**config.mk**
```make
export PLATFORM = sky130hd
export DESIGN_NAME = lsmd_split_stage
export DESIGN_NICKNAME = d
export VERILOG_FILES = /design/src/hdl/lsmd_pkg.sv /design/src/hdl/lsmd_split_stage.sv
export SDC_FILE = /design/constraint.sdc
export NUM_CORES = 1
export LEC_CHECK = 0
export ABC_AREA = 1
export BUFFER_PORTS_ARGS = -buffer_cell sky130_fd_sc_hd__buf_2
export CAP_MARGIN = 20
export CORE_AREA = 4 4 265 267
export DETAILED_ROUTE_END_ITERATION = 10
export DIE_AREA = 0 0 269 271
export GPL_ROUTABILITY_DRIVEN = 0
export GPL_TIMING_DRIVEN = 0
export PLACE_DENSITY_LB_ADDON = 0.12
export SYNTH_ARGS = -nofsm -noshare
export SYNTH_HDL_FRONTEND = slang
export SYNTH_SLANG_ARGS = --single-unit
```
**constraint.sdc**
```tcl
create_clock -name i_clk -period 4.9 [get_ports i_clk]
set_input_delay 0.98 -clock i_clk [delete_from_list [all_inputs] [get_ports i_clk]]
set_output_delay 0.98 -clock i_clk [all_outputs]
set_load 0.1 [all_outputs]
```
**src/hdl/lsmd_pkg.sv**
```systemverilog
// Shared types and constants for the subdivision matrix decode pipeline.
package lsmd_pkg;

    // Field widths
    localparam int IDX_W = 33;
    localparam int ENT_W = 33;

    // Fixed-point one in Q1.32
    localparam logic [ENT_W-1:0] Q_ONE = ENT_W'(64'h1_0000_0000);

    // Depth limit: default and largest supported value
    localparam int MAX_DEPTH_DEF = 32;
    localparam int MAX_DEPTH_LIM = 62;
    localparam int CNT_W         = $clog2(MAX_DEPTH_LIM + 1);

    // Matrix held as three rows of three entries
    typedef logic [2:0][ENT_W-1:0] t_row;
    typedef t_row [2:0]            t_mat;

    // Payload carried from stage to stage
    typedef struct packed {
        logic             started;  // leading one already passed
        logic [CNT_W-1:0] steps;    // split steps applied so far
        logic [IDX_W-1:0] idx;      // heap index of the item
        t_mat             mat;      // matrix built so far
    } t_stage;

endpackage

```
**src/hdl/lsmd_split_stage.sv**
```systemverilog
// One pipeline stage: examines one index bit and applies at most one split step.
module lsmd_split_stage #(
    parameter int BIT_POS   = 0,
    parameter int MAX_DEPTH = lsmd_pkg::MAX_DEPTH_DEF
) (
    input  logic             i_clk,
    input  logic             i_rst_n,
    input  logic             i_valid,
    input  lsmd_pkg::t_stage i_data,
    output logic             o_valid,
    output lsmd_pkg::t_stage o_data
);

    logic             r_valid;
    lsmd_pkg::t_stage r_data;
    lsmd_pkg::t_stage n_data;
    logic             w_bit;
    logic             w_apply;

    assign w_bit   = i_data.idx[BIT_POS];
    assign w_apply = i_data.started &&
                     (i_data.steps < lsmd_pkg::CNT_W'(MAX_DEPTH));

    // Split step on every column, or leading-one detect before the first step
    always_comb begin
        logic [lsmd_pkg::ENT_W:0] sum;
        sum    = '0;
        n_data = i_data;
        if (w_apply) begin
            for (int c = 0; c < 3; c++) begin
                sum = {1'b0, i_data.mat[0][c]} + {1'b0, i_data.mat[2][c]};
                n_data.mat[0][c] = w_bit ? i_data.mat[1][c] : i_data.mat[2][c];
                n_data.mat[1][c] = sum[lsmd_pkg::ENT_W:1];
                n_data.mat[2][c] = w_bit ? i_data.mat[0][c] : i_data.mat[1][c];
            end
            n_data.steps = i_data.steps + lsmd_pkg::CNT_W'(1);
        end else if (!i_data.started && w_bit) begin
            n_data.started = 1'b1;
        end
    end

    // Valid bit
    always_ff @(posedge i_clk) begin
        if (!i_rst_n) begin
            r_valid <= 1'b0;
        end else begin
            r_valid <= i_valid;
        end
    end

    // Payload
    always_ff @(posedge i_clk) begin
        r_data <= n_data;
    end

    assign o_valid = r_valid;
    assign o_data  = r_data;

endmodule

```
==> results.yml <==
status:
  status: "finished, final reports clean"
min_path:
  min_from: "i_data[329]"
  hp-class: "in2reg"
  whs_path_depth: 1
synth:
  yosys.area.top_type: "dfxtp_1"
  ys_warn_count: 0
  ys_top_cells_by_area: "dfxtp_1, nand2_1, a21oi_1"
  ys_seq_area_share_pct: 35.10
  ys_types: 28
  synth_area_um2: 19280
  ys_seq_elements: 338
  avgSynthCellArea_um2: 6.286
  synth_top_area_share_pct: 35.10
  synth_nets: 3507
  syn_inst: 3067
worst_setup_path:
  path_cells: "buf_2, inv_2, buf_2, clkbuf_1, a21oi_1, a21oi_1"
  path_buf_inv: 4
  crit_family: "buffers and inverters"
  end_kind: "flip-flop"
  arrival_ns: 3.03
  worst_path_largest_cell_delay_ns: 0.63
  crit_cells: 6
  crit_required_ns: 5.36
  crit_type: "in2reg"
  critPathLaunch: "i_data[297]"
  path_max_fanout: 10
  cp-start-kind: "primary input"
  slowest_stage: "clkbuf_1"
drt:
  drc: 0
  drt_iter0_markers: 1325
  wl_per_cell_um: 19.74
  viasPerCell: 4.654
  firstDrtPassIters: 5
  num_vias: 21879
  wl_um: 92820
  ant_nets: 0
clock_network:
  cts.clk_slew.worst_paths_ns: 0.06
  clock_path_buffers: 3
  cts_setup_buffers: 0
  h-tree-depth: 2
  cts_hold_buffers: 0
  cts_resized: 0
  numCtsBuffers: 41
  cts_sinks: 338
  cts_tree: "yes"
  cts_root_buf: "clkbuf_16"
timing:
  tns_ns: 0
  fin_hold_ws_ns: 0.5082
  worst_pin_slew_ns: 0.8644
  rsz0062_at_grt: "no"
  setup_viol: 0
  slew_violations: 0
  hold_viol: 0
  timing.fmax_mhz: 389.1
  relSlewSlack_pct: 42.37
  min_period_ns: 2.570
  min_period_over_period_pct: 52.45
floorplanning:
  core_um2: 68110
  start_util_pct: 28.31
  placementRows: 96
  design.die.area_um2: 72900
  die-width_um: 269
  die_h_um: 271
  io_pins: 678
layout:
  layout_common_cells: "nand2_1, buf_2, a21oi_1"
  finalNonFillerCells: 4701
  finalNetCount: 4227
  area_growth_pct: 30.30
  drive_above_1_share_pct: 21.92
  layout_commonest_cell: "nand2_1"
  fillers: 7664
global_routing:
  grt_pass1_wl_um: 134300
  grtUsageTotal_pct: 24.25
  gr-total-overflow: 0
  first_global_vias: 20993
  antenna_found_initial: 8
  grt_max_degree: 13
power:
  p_seq_share_pct: 30.7
  intPower_mw: 5.553
  combPwrFrac_pct: 38.3
  leakage_nw: 13.82
  power.share.clock_pct: 31.0
  power_density_nw_per_um2: 397.7
  power.share.switching_pct: 44.42
  vdd_drop_max_mv: 0.3024
  switching_power_mw: 4.437
placement:
  io_buffers: 677
  placedCellCount: 4626
  dpl.hpwl_um: 75770
flow_run:
  maxCapViolCount: 0
-- metrics by stage --
step	worst slack [ns]	util (%)	cell area, um^2	total power, mW
3_5_place_dp	1.646	34.90	23770	6.952
6_report	2.330	36.88	25120	9.990
4_1_cts	2.228	36.86	25110	10.08
5_1_grt	2.243	36.87	25110	10.42
2_1_floorplan	2.602	-	19280	5.981
3_3_place_gp	1.597	34.90	23770	6.954
-- power groups by stage --
stage	Sequential, mW	Clock [mW]	Combinational [mW]
6_report	3.07	3.09	3.83
2_1_floorplan	4.95	0	1.03
3_5_place_dp	3.12	0	3.83
4_1_cts	3.07	3.17	3.84
5_1_grt	3.09	3.28	4.05
3_3_place_gp	3.12	0	3.83
-- per-layer routing --
layer  part of all wire [%]  wire length, um  GRT usage (%)  vias up
li1                       -                -              -    11022
met5                  0.043               40              0        -
met3                    5.9             5500          3.656      130
met1                     43            40290          31.11    10020
met4                    2.7             2542          6.768        6
met2                     48            44450          42.15      701
-- final timing paths --
check,slack (ns),to
worst max-delay path,2.33,o_data[97]
worst min-delay path,0.51,o_data[329]
-- cell families after synthesis --
family          after synthesis  share of synthesized area [%]
compound gates              521                          13.62
xor+xnor                     46                          2.090
fa+ha+maj                   100                          6.607
buf+inv                     497                          9.930
flops                       338                          35.10
simple gates               1565                          32.66
-- synthesized netlist by cell type --
master and number:
xor2_1 3, nand4_1 11, nand2_1 1032, xnor2_1 43, nand2_2 48, nand3_1 100
o21bai_1 4, fa_1 3, nand3_2 3, o21ai_0 43, a21oi_1 453, buf_2 39
buf_1 12, and2_1 12, clkinv_1 2, o22ai_1 3, dfxtp_1 338, inv_1 385
nor2_2 4, nand3b_1 18, o21ai_1 17, inv_2 2, clkbuf_1 57, nand2_4 2
nor3_1 6, nor2_1 329, ha_1 97, o21ai_2 1
-- registers in the layout (all words and copies together), names as in the netlist --
register / count
o_data: 337
o_valid: 1
-- area by class of cell --
class                   count  area [um^2]  area share, %
well taps                 882         1104          4.393
inverters                 389         1460          5.813
clock buffers              59         1174          4.672
plain buffers             108        454.2          1.808
diodes                      5        12.51        0.04981
clock inverters            11        162.7         0.6475
multi-input cells        2232        10600          42.19
repair buffers            677         3388          13.49
flip-flops and latches    338         6766          26.94
Power figures use the tool's default switching activity.
